`config.mk`:
```
export PLATFORM = sky130hd
export DESIGN_NAME = prime_range_sum_unit
export DESIGN_NICKNAME = d
export VERILOG_FILES = /design/src/design/prs_pkg.sv /design/src/design/prs_mod.sv /design/src/design/prs_ctrl.sv /design/src/design/prs_datapath.sv /design/src/design/prime_range_sum_unit.sv
export SDC_FILE = /design/constraint.sdc
export NUM_CORES = 1
export LEC_CHECK = 0
export ABC_AREA = 1
export BUFFER_PORTS_ARGS = -buffer_cell sky130_fd_sc_hd__buf_2
export CORE_MARGIN = 4
export CORE_UTILIZATION = 39
export CTS_BUF_LIST = sky130_fd_sc_hd__clkbuf_16
export DETAILED_ROUTE_END_ITERATION = 16
export PLACE_DENSITY = 0.53
export SLEW_MARGIN = 20
export SYNTH_ARGS = -nofsm -noshare
export SYNTH_HDL_FRONTEND = slang
export SYNTH_SLANG_ARGS = --single-unit
```
`constraint.sdc`:
```
create_clock -name clk_i -period 4.5 [get_ports clk_i]
set_input_delay 0.675 -clock clk_i [delete_from_list [all_inputs] [get_ports clk_i]]
set_output_delay 0.675 -clock clk_i [all_outputs]
set_load 0.02 [all_outputs]
```
`src/design/prs_pkg.sv`:
```
// ----------------------------------------------------------------------------
// prs_pkg
// Shared types and codes for the prime range sum unit: item structs,
// status codes and the command/status bundles between controller and datapath.
// ----------------------------------------------------------------------------
package prs_pkg;

  localparam int BoundW  = 16;
  localparam int SumW    = 32;
  localparam int StatusW = 2;

  localparam logic [StatusW-1:0] STATUS_OK        = 2'd0;
  localparam logic [StatusW-1:0] STATUS_A_ZERO    = 2'd1;
  localparam logic [StatusW-1:0] STATUS_A_NOT_LESS = 2'd2;

  typedef struct packed {
    logic [BoundW-1:0] lower_bound;
    logic [BoundW-1:0] upper_bound;
  } prs_in_t;

  typedef struct packed {
    logic [SumW-1:0]    prime_sum;
    logic [StatusW-1:0] status;
  } prs_out_t;

  // controller -> datapath
  typedef struct packed {
    logic               load_in;
    logic               init_run;
    logic               start_test;
    logic               start_mod;
    logic               next_div;
    logic               add_prime;
    logic               next_cand;
    logic               load_out;
    logic [StatusW-1:0] status;
  } prs_cmd_t;

  // datapath -> controller
  typedef struct packed {
    logic a_zero;
    logic a_ge_b;
    logic cand_lt_b;
    logic sq_gt_n;
    logic mod_busy;
    logic rem_zero;
    logic out_free;
  } prs_sts_t;

endpackage

```
`src/design/prs_mod.sv`:
```
// ----------------------------------------------------------------------------
// prs_mod
// Iterative restoring modulo unit: one quotient bit per cycle, result
// remainder valid when busy falls.
// ----------------------------------------------------------------------------
module prs_mod #(
  parameter int VALUE_WIDTH = 16
) (
  input  logic                   clk_i,
  input  logic                   rst_ni,
  input  logic                   start_i,
  input  logic [VALUE_WIDTH-1:0] dividend_i,
  input  logic [VALUE_WIDTH-1:0] divisor_i,
  output logic                   busy_o,
  output logic [VALUE_WIDTH-1:0] rem_o
);

  localparam int CntW = $clog2(VALUE_WIDTH + 1);

  logic                   busy_q, busy_d;
  logic [CntW-1:0]        cnt_q, cnt_d;
  logic [VALUE_WIDTH-1:0] rem_q, rem_d;
  logic [VALUE_WIDTH-1:0] sh_q, sh_d;
  logic [VALUE_WIDTH:0]   trial;
  logic [VALUE_WIDTH:0]   diff;

  assign trial = {rem_q, sh_q[VALUE_WIDTH-1]};
  assign diff  = trial - {1'b0, divisor_i};

  always_comb begin
    busy_d = busy_q;
    cnt_d  = cnt_q;
    rem_d  = rem_q;
    sh_d   = sh_q;
    if (start_i) begin
      busy_d = 1'b1;
      cnt_d  = CntW'(VALUE_WIDTH);
      rem_d  = '0;
      sh_d   = dividend_i;
    end else if (busy_q) begin
      // subtract when the shifted remainder reaches the divisor
      rem_d  = diff[VALUE_WIDTH] ? trial[VALUE_WIDTH-1:0] : diff[VALUE_WIDTH-1:0];
      sh_d   = {sh_q[VALUE_WIDTH-2:0], 1'b0};
      cnt_d  = cnt_q - CntW'(1);
      busy_d = (cnt_q != CntW'(1));
    end
  end

  always_ff @(posedge clk_i or negedge rst_ni) begin
    if (!rst_ni) begin
      busy_q <= 1'b0;
      cnt_q  <= '0;
    end else begin
      busy_q <= busy_d;
      cnt_q  <= cnt_d;
    end
  end

  always_ff @(posedge clk_i) begin
    rem_q <= rem_d;
    sh_q  <= sh_d;
  end

  assign busy_o = busy_q;
  assign rem_o  = rem_q;

endmodule

```
`src/design/prs_ctrl.sv`:
```
// ----------------------------------------------------------------------------
// prs_ctrl
// Sequencer for one query: bound checks, candidate walk, trial division
// loop and result hand-off.
// ----------------------------------------------------------------------------
module prs_ctrl (
  input  logic              clk_i,
  input  logic              rst_ni,
  input  logic              in_valid_i,
  output logic              in_stall_o,
  input  prs_pkg::prs_sts_t sts_i,
  output prs_pkg::prs_cmd_t cmd_o
);

  import prs_pkg::*;

  localparam logic [2:0] ST_IDLE  = 3'd0;
  localparam logic [2:0] ST_EVAL  = 3'd1;
  localparam logic [2:0] ST_CAND  = 3'd2;
  localparam logic [2:0] ST_TEST  = 3'd3;
  localparam logic [2:0] ST_MODW  = 3'd4;
  localparam logic [2:0] ST_WRITE = 3'd5;

  logic [2:0]         state_q, state_d;
  logic [StatusW-1:0] stat_q, stat_d;

  always_comb begin
    state_d = state_q;
    stat_d  = stat_q;
    cmd_o   = '0;
    cmd_o.status = stat_q;
    unique case (state_q)
      ST_IDLE: begin
        if (in_valid_i) begin
          cmd_o.load_in = 1'b1;
          state_d       = ST_EVAL;
        end
      end
      ST_EVAL: begin
        priority if (sts_i.a_zero) begin
          stat_d  = STATUS_A_ZERO;
          state_d = ST_WRITE;
        end else if (sts_i.a_ge_b) begin
          stat_d  = STATUS_A_NOT_LESS;
          state_d = ST_WRITE;
        end else begin
          stat_d         = STATUS_OK;
          cmd_o.init_run = 1'b1;
          state_d        = ST_CAND;
        end
      end
      ST_CAND: begin
        if (sts_i.cand_lt_b) begin
          cmd_o.start_test = 1'b1;
          state_d          = ST_TEST;
        end else begin
          state_d = ST_WRITE;
        end
      end
      ST_TEST: begin
        // divisor squared past the candidate: no factor found
        if (sts_i.sq_gt_n) begin
          cmd_o.add_prime = 1'b1;
          state_d         = ST_CAND;
        end else begin
          cmd_o.start_mod = 1'b1;
          state_d         = ST_MODW;
        end
      end
      ST_MODW: begin
        if (!sts_i.mod_busy) begin
          if (sts_i.rem_zero) begin
            cmd_o.next_cand = 1'b1;
            state_d         = ST_CAND;
          end else begin
            cmd_o.next_div = 1'b1;
            state_d        = ST_TEST;
          end
        end
      end
      ST_WRITE: begin
        if (sts_i.out_free) begin
          cmd_o.load_out = 1'b1;
          state_d        = ST_IDLE;
        end
      end
      default: begin
        state_d = ST_IDLE;
      end
    endcase
  end

  always_ff @(posedge clk_i or negedge rst_ni) begin
    if (!rst_ni) begin
      state_q <= ST_IDLE;
      stat_q  <= STATUS_OK;
    end else begin
      state_q <= state_d;
      stat_q  <= stat_d;
    end
  end

  assign in_stall_o = (state_q != ST_IDLE);

  // the modulo unit is only started from the divisor test state, never while running
  assert property (@(posedge clk_i) disable iff (!rst_ni)
    cmd_o.start_mod |-> !sts_i.mod_busy)
    else $error("modulo unit started while busy");

endmodule

```
`src/design/prs_datapath.sv`:
```
// ----------------------------------------------------------------------------
// prs_datapath
// Bounds, candidate, divisor and its square, saturating sum, single modulo
// unit and the output register.
// ----------------------------------------------------------------------------
module prs_datapath #(
  parameter int VALUE_WIDTH = 16
) (
  input  logic              clk_i,
  input  logic              rst_ni,
  input  prs_pkg::prs_in_t  in_data_i,
  input  prs_pkg::prs_cmd_t cmd_i,
  output prs_pkg::prs_sts_t sts_o,
  output logic              out_valid_o,
  input  logic              out_stall_i,
  output prs_pkg::prs_out_t out_data_o
);

  import prs_pkg::*;

  localparam int ExtW = (VALUE_WIDTH > BoundW) ? VALUE_WIDTH : BoundW;

  logic [ExtW-1:0]        lo_ext, hi_ext;
  logic [VALUE_WIDTH-1:0] a_q, b_q;
  logic [VALUE_WIDTH-1:0] cand_q;
  logic [VALUE_WIDTH-1:0] div_q;
  logic [VALUE_WIDTH:0]   sq_q;
  logic [SumW-1:0]        sum_q;
  logic [SumW:0]          sum_wide;
  logic                   out_valid_q;
  prs_out_t               out_q;
  logic                   mod_busy;
  logic [VALUE_WIDTH-1:0] rem;

  assign lo_ext   = ExtW'(in_data_i.lower_bound);
  assign hi_ext   = ExtW'(in_data_i.upper_bound);
  assign sum_wide = {1'b0, sum_q} + (SumW + 1)'(cand_q);

  always_ff @(posedge clk_i) begin
    if (cmd_i.load_in) begin
      a_q <= lo_ext[VALUE_WIDTH-1:0];
      b_q <= hi_ext[VALUE_WIDTH-1:0];
    end
    // walk starts just above the lower bound
    priority if (cmd_i.init_run) begin
      cand_q <= a_q + VALUE_WIDTH'(1);
    end else if (cmd_i.add_prime || cmd_i.next_cand) begin
      cand_q <= cand_q + VALUE_WIDTH'(1);
    end
    if (cmd_i.init_run) begin
      sum_q <= '0;
    end else if (cmd_i.add_prime) begin
      sum_q <= sum_wide[SumW] ? {SumW{1'b1}} : sum_wide[SumW-1:0];
    end
    priority if (cmd_i.start_test) begin
      div_q <= VALUE_WIDTH'(2);
      sq_q  <= (VALUE_WIDTH + 1)'(4);
    end else if (cmd_i.next_div) begin
      // (d+1)^2 = d^2 + 2d + 1
      div_q <= div_q + VALUE_WIDTH'(1);
      sq_q  <= sq_q + {div_q, 1'b1};
    end
    if (cmd_i.load_out) begin
      out_q.status    <= cmd_i.status;
      out_q.prime_sum <= (cmd_i.status == STATUS_OK) ? sum_q : '0;
    end
  end

  always_ff @(posedge clk_i or negedge rst_ni) begin
    if (!rst_ni) begin
      out_valid_q <= 1'b0;
    end else if (cmd_i.load_out) begin
      out_valid_q <= 1'b1;
    end else if (!out_stall_i) begin
      out_valid_q <= 1'b0;
    end
  end

  prs_mod #(
    .VALUE_WIDTH(VALUE_WIDTH)
  ) u_mod (
    .clk_i      (clk_i),
    .rst_ni     (rst_ni),
    .start_i    (cmd_i.start_mod),
    .dividend_i (cand_q),
    .divisor_i  (div_q),
    .busy_o     (mod_busy),
    .rem_o      (rem)
  );

  assign sts_o.a_zero    = (a_q == '0);
  assign sts_o.a_ge_b    = (a_q >= b_q);
  assign sts_o.cand_lt_b = (cand_q < b_q);
  assign sts_o.sq_gt_n   = (sq_q > {1'b0, cand_q});
  assign sts_o.mod_busy  = mod_busy;
  assign sts_o.rem_zero  = (rem == '0);
  assign sts_o.out_free  = !out_valid_q || !out_stall_i;

  assign out_valid_o = out_valid_q;
  assign out_data_o  = out_q;

  // finished remainder is always below the divisor it was taken against
  assert property (@(posedge clk_i) disable iff (!rst_ni)
    !mod_busy && $past(mod_busy) |-> rem < div_q)
    else $error("remainder not below divisor");

  // saturating sum never goes down while primes are added
  assert property (@(posedge clk_i) disable iff (!rst_ni)
    cmd_i.add_prime |=> sum_q >= $past(sum_q))
    else $error("running sum decreased");

  // every tested candidate lies above the lower bound and is at least two
  assert property (@(posedge clk_i) disable iff (!rst_ni)
    cmd_i.start_test |-> (cand_q > a_q) && (cand_q >= VALUE_WIDTH'(2)))
    else $error("candidate outside range");

endmodule

```
`src/design/prime_range_sum_unit.sv`:
```
// For a bound error the result is valid once the query has passed the bound
// check and write states. A valid query walks every candidate from A+1 to B-1;
// each trial divisor takes a square check plus a run of the bit-serial modulo unit.
// Throughput: one item at a time; the next item is taken once the result is
// in the output register, which holds it until taken.
// Reset: asynchronous, clears the sequencer and the output valid flag.
// ----------------------------------------------------------------------------
// prime_range_sum_unit
// Sum of the primes strictly between two bounds, by trial division, with a
// status code for bad bounds.
// ----------------------------------------------------------------------------
module prime_range_sum_unit #(
  parameter int VALUE_WIDTH = 16
) (
  input  logic             clk_i,
  input  logic             rst_ni,
  input  logic             in_valid_i,
  output logic             in_stall_o,
  input  prs_pkg::prs_in_t in_data_i,
  output logic             out_valid_o,
  input  logic             out_stall_i,
  output prs_pkg::prs_out_t out_data_o
);

  import prs_pkg::*;

  prs_cmd_t cmd;
  prs_sts_t sts;

  prs_ctrl u_ctrl (
    .clk_i      (clk_i),
    .rst_ni     (rst_ni),
    .in_valid_i (in_valid_i),
    .in_stall_o (in_stall_o),
    .sts_i      (sts),
    .cmd_o      (cmd)
  );

  prs_datapath #(
    .VALUE_WIDTH(VALUE_WIDTH)
  ) u_datapath (
    .clk_i       (clk_i),
    .rst_ni      (rst_ni),
    .in_data_i   (in_data_i),
    .cmd_i       (cmd),
    .sts_o       (sts),
    .out_valid_o (out_valid_o),
    .out_stall_i (out_stall_i),
    .out_data_o  (out_data_o)
  );

  // an accepted item keeps the block busy on the next cycle
  assert property (@(posedge clk_i) disable iff (!rst_ni)
    in_valid_i && !in_stall_o |=> in_stall_o)
    else $error("input not held off after accept");

endmodule

```
; After elaboration in Yosys (flattened, before gate mapping)
; Index checks and enable logic that the tools add are counted.
[word_totals]
output_inout_bits = 36
inputBits = 36
regBits = 191
wordCells = 89
[classes]
eq_ne = 10
n_mux = 42
n_addsub = 7
magnitude_cmp = 3
reduce_logical = 12
[ops]
columns = op, n
row1 = $mux W16, 5
row2 = $add A16 B1 Y16 const B, 3
row3 = $add A32 B16 Y33, 1
row4 = $logic_not A16 Y1, 2
row5 = $mux W32, 1
row6 = $mux W1, 24
row7 = $mux W3, 7
row8 = $pmux W3 S6, 1
row9 = $add A17 B17 Y17, 1
row10 = $gt A17 B16 Y1, 1
row11 = $sub A17 B16 Y17, 1
row12 = $ge A16 B16 Y1, 1
row13 = $lt A16 B16 Y1, 1
row14 = $mux W5, 2
row15 = $eq A3 B2 Y1 const B, 2
row16 = $eq A3 B3 Y1 const B, 2
row17 = $ne A2 B2 Y1 const B, 3
row18 = $ne A5 B1 Y1 const B, 1
row19 = $sub A5 B1 Y5 const B, 1
row20 = $mux W2, 2
row21 = $reduce_bool A2 Y1, 2
row22 = $eq A3 B1 Y1 const B, 1
row23 = $logic_not A3 Y1, 1
row24 = $reduce_and A3 Y1, 1
row25 = 5 further kinds, 7

; Longest topological paths before layout
[depth]
depth_word = 7
mapped_depth = 21
mapped_depth_nobuf = 19

; Cells and area by module
; Synthesis repeated with hierarchy kept, for this count alone.
[unflattened]
hier_cells = 1718
hier_area_um2 = 12533.3
[by_module_without_submodules]
columns = mod, instances, seq_area_each_um2, area_per_inst_um2, cells_each
row1 = prs_datapath, 1, 3788.6, 9301.4, 1211
row2 = prs_mod, 1, 950.9, 2835.2, 446
row3 = prs_ctrl, 1, 125.1, 396.6, 61

; Worst setup path before layout
; OpenSTA, ideal clock, no wires.
[synth_path]
kind = register -> register
from = register u_ctrl.state_q[1]
to = register u_datapath.cand_q[0] (enable)
required_ns = 4.053
period_less_slack_ns = 3.210
n_path_buf = 0
stages_incl_launch_ff = 6
arrival_time_ns = 2.763
slack_ns = 1.290
setup_ns = 0.447
path_cell_list = dfrtp_1 nor2_1 inv_1 nor2_2 inv_1 o311ai_0
[synth_via]
elab_chain_len = 4
elab_cells_between_ends = 8
classes_between = 3 x eq/ne / 3 x mux / 2 x reduce/logical
[synth_lines]
columns = element, line_no
row1 = start: declaration, prs_ctrl.sv:24  ; logic [2:0] state_q, state_d;
row2 = start signal: assignment, prs_ctrl.sv:98  ; state_q <= state_d;
row3 = $eq A3 B2 Y1 / $eq A3 B3 Y1 (equally long branches), prs_ctrl.sv:32  ; unique case (state_q)
row4 = $mux W1, prs_ctrl.sv:32
row5 = $logic_or A1 B1 Y1, prs_datapath.sv:47  ; end else if (cmd_i.add_prime || cmd_i.next_cand) begin
row6 = $reduce_bool A2 Y1 (no line) (*), -
row7 = end signal: assignment, prs_datapath.sv:46  ; cand_q <= a_q + VALUE_WIDTH'(1);
row8 = end signal: assignment, prs_datapath.sv:48  ; cand_q <= cand_q + VALUE_WIDTH'(1);
row9 = end: declaration, prs_datapath.sv:25  ; logic [VALUE_WIDTH-1:0] cand_q;
; Every way passes the cells marked *; elsewhere a longest branch is shown, timed or not.
; A chain may end at the register's enable or synchronous reset.

; Worst setup path after layout
[layout_path]
from = register u_datapath.a_q[13]
to = register u_datapath.cand_q[14], data pin
[layout_via]
elab_chain_len = 5
elab_cells_between_ends = 7
classes_between = 1 x add/sub / 1 x order compare / 4 x mux / 1 x reduce/logical
[layout_lines]
columns = element, line_no
row1 = start: declaration, prs_datapath.sv:24  ; logic [VALUE_WIDTH-1:0] a_q, b_q;
row2 = start signal: assignment, prs_datapath.sv:41  ; a_q <= lo_ext[VALUE_WIDTH-1:0];
row3 = $ge A16 B16 Y1, prs_datapath.sv:92  ; assign sts_o.a_ge_b = (a_q >= b_q);
row4 = $mux W1, prs_ctrl.sv:43  ; end else if (sts_i.a_ge_b) begin
row5 = $mux W1, prs_ctrl.sv:40  ; priority if (sts_i.a_zero) begin
row6 = $mux W1, prs_ctrl.sv:32
row7 = $mux W16 (*), prs_datapath.sv:45  ; priority if (cmd_i.init_run) begin
; Marks and branches as above.

==> impl_results.md <==
* Status: finished clean
* Final hold vios at 0
* Cell taking the most area after synthesis: edfxtp_1
* Resize count post-CTS at 0
* Setup Total Neg Slack at 0 ps
* Slew Limit Fails at 0
* #FFs+latches synth at 191
* Dpl hpwl at 23200 µm
* Vias per cell at 5.03
* MaxCap Viol Count at 0
* Gate power share at 49.6%
* Clock buffer depth at 2
* FF-to-FF End: u_datapath.cand_q[14]
* Ys async rst share at 6.28%
* N_diodes at 0
* Die extent in x at 184 µm
* Leak at 6.12 nW
* Clock share of power at 18.0%
* Vias after detailed routing at 10000
* Initial antenna violation count at 0
* Filler cells at 3110
* Pin count of the biggest net entering global routing at 38
* Die Footprint at 0.0337 mm²
* Critical Path RT at 4700 ps
* FP Rows at 64
* Sequential area share after synthesis at 40.4%
* Final WS setup at 1270 ps
* R2R Path Start: u_datapath.a_q[13]
* CTS H-tree lvls at 4
* Post-synth EDFFs at 98
* Crit path kind: reg -> reg
* Cts hold-fix bufs at 0
* Synth Net Count at 1661
* Initial drt markers at 687
* RSZ-0062 raised after global routing: no
* Tmin final at 3230 ps
* Sink Count at 191
* Setup crit end kind: flip-flop
* Crit path launch type: flip-flop
* Most frequent cells in the layout: nand2_1, inv_1, nor2_1
* Wire per inst at 15.0 µm
* Core ar. at 0.0305 mm²
* Crit-path max FO at 26
* CTS Buf Count at 17
* GRT overflow at 0
* Worst slew pin tran at 922 ps
* Overall Global Routing Usage at 17.9%
* Post-synth top area share at 24.5%
* Post-synth cell types at 52
* Maximum clock frequency at 309 MHz
* Synth Warn # at 0
* Routability cong. at 0.864
* Reg2Reg Setup Slack at 1270 ps
* Tcrit/Tclk final at 71.8%
* Most used DFF post-synth: edfxtp_1
* IO Port Bufs at 71
* Register share of total power at 32.4%
* Net switching power at 0.00419 W
* Mapped Cells at 1524
* Synth Area per Inst at 7.89 µm²
* Setup crit end: u_datapath.cand_q[14]
* Netlist Area Pre-Place at 0.0120 mm²
* Final setup violating endpoints at 0
* Layout Nets at 1722
* Remaining DRCs at 0
* DRT Pass-1 Iters at 6
* Synth-to-Final Area Change at 11.8%
* Initial Util at 39.4%
* Clock Tree Root: clkbuf_16
* Commonest non-fill, non-tap cell in the layout: nand2_1
* Critical path launch point: u_datapath.a_q[13]
* Vias in the first global route at 9390
* Die height at 184 µm
* Reg2reg path depth at 13
* Worst Hold Class: in -> async
* VDD IR-drop max at 0.000317 V
* Max-slew headroom at 38.4%
* Area contributors post-synth: edfxtp_1, dfxtp_1, nand2_1
* IO Count at 72
* Layout cells sized above 1 at 10.2%
* Post-route ant nets at 0
* Pwr dens at 679 mW/mm²
* Post-CTS setup buffer count at 0
* Routed wire length at 30000 µm
* First-pass GRT wire length at 49000 µm
* CTS tree: built
* Clk_lat worst skew at 440 ps
* Sw Ratio at 45.9%
* Worst clock skew at 14.3 ps
* Worst path arrival time at 3430 ps
* Pre-CTS setup slack at 1290 ps
* Internal power at 0.00494 W
* Clock transition at path regs at 80 ps
-- registers in the layout (all words and copies together) (netlist names) --
signal,cells
u_datapath.b_q,16
u_datapath.a_q,16
u_datapath.cand_q,16
u_datapath.sq_q,17
u_datapath.sum_q,32
u_datapath.u_mod.sh_q,16
u_datapath.div_q,16
u_datapath.out_valid_o,1
u_datapath.out_data_o,34
u_datapath.u_mod.cnt_q,5
u_ctrl.stat_q,2
u_ctrl.state_q,3
u_datapath.u_mod.rem_o,16
u_datapath.u_mod.busy_o,1
-- routing by layer --
| layer | part of all wire, % | global-route usage (%) | vias up |
|---|---|---|---|
| met3 | 3.8 | 2.33 | 24 |
| li1 | - | - | 5236 |
| met2 | 44 | 28.1 | 221 |
| met4 | 1.6 | 4.32 | 0 |
| met5 | 0 | 0 | - |
| met1 | 51 | 26.3 | 4543 |
-- worst max-delay path: stages (launching register included) --
cell      delay (ps)
edfxtp_1         450
ha_1             330
nand2_1           80
nor4_2           310
nand2_2          340
nand3_2          400
buf_4            330
nand2_1           80
nand2_1          140
nand2_2          110
nor2_8           180
nand3_1          100
nand2_1           80
nand2_1           50
-- Yosys cell counts (5+ instances only) --
| master | count |
|---|---|
| ha_1 | 98 |
| a211oi_1 | 6 |
| o21ai_1 | 11 |
| nor4_1 | 10 |
| nand4_1 | 46 |
| a31oi_1 | 27 |
| nor2_2 | 5 |
| o21a_1 | 6 |
| a21oi_1 | 91 |
| xor2_1 | 29 |
| dfxtp_1 | 81 |
| buf_2 | 12 |
| clkbuf_1 | 16 |
| o21bai_1 | 5 |
| nand3b_1 | 7 |
| inv_1 | 216 |
| nor3_1 | 21 |
| edfxtp_1 | 98 |
| xnor2_1 | 15 |
| a21o_1 | 5 |
| dfrtp_1 | 12 |
| nand2_1 | 360 |
| o211ai_1 | 7 |
| nor2_1 | 118 |
| o21ai_0 | 90 |
| nand2_2 | 10 |
| inv_2 | 9 |
| nand3_1 | 65 |
-- cell families after synthesis --
logic type | count (synthesis) | synth area share [%]
adders and majority gates | 101 | 10.7
buffers and inverters | 261 | 8.61
DFF | 191 | 40.4
and+or+nand+nor | 663 | 24.7
xor gates and xnor gates | 44 | 3.20
AOI/OAI and AO/OA | 264 | 12.4
-- how the worst min path moves through the flow --
stage / from / to / depth (start not counted)
floorplan: rst_ni / u_ctrl.stat_q[0] / 0
CTS: rst_ni / u_datapath.u_mod.cnt_q[2] / 1
global route: rst_ni / u_datapath.u_mod.cnt_q[2] / 1
finish: rst_ni / u_datapath.u_mod.cnt_q[2] / 1
global placement: u_ctrl.stat_q[1] / u_datapath.out_data_o[1] / 0
detailed placement: u_ctrl.stat_q[1] / u_datapath.out_data_o[1] / 0
-- stage by stage --
stage	hold slack [ps]	instance area [µm²]	std cells	util (%)	total power [W]
after floorplan	379	12000	1524	-	0.00634
after global placement	432	12800	1961	41.8	0.00745
after detailed placement	432	12800	1961	41.8	0.00750
after CTS	119	13400	1993	44.0	0.00917
after global routing	139	13400	1994	44.1	0.0100
final	135	13400	1994	44.1	0.00912
-- area by class of cell --
type	instances	area, µm²	share of cell area [%]
repair buffers	78	428	3.18
clock buffers	17	425	3.16
clock inverters	15	229	1.70
inverters	225	845	6.28
well taps	396	495	3.69
multi-input cells	1072	6150	45.8
flip-flops and latches	191	4860	36.2
-- power by group through the flow --
stage	registers, W	logic (W)	clock network [W]
floorplan	0.00286	0.00348	0
global placement	0.00298	0.00447	0
detailed placement	0.00300	0.00451	0
CTS	0.00296	0.00453	0.00168
global route	0.00302	0.00522	0.00176
finish	0.00296	0.00452	0.00164
Power figures use the tool's default switching activity.
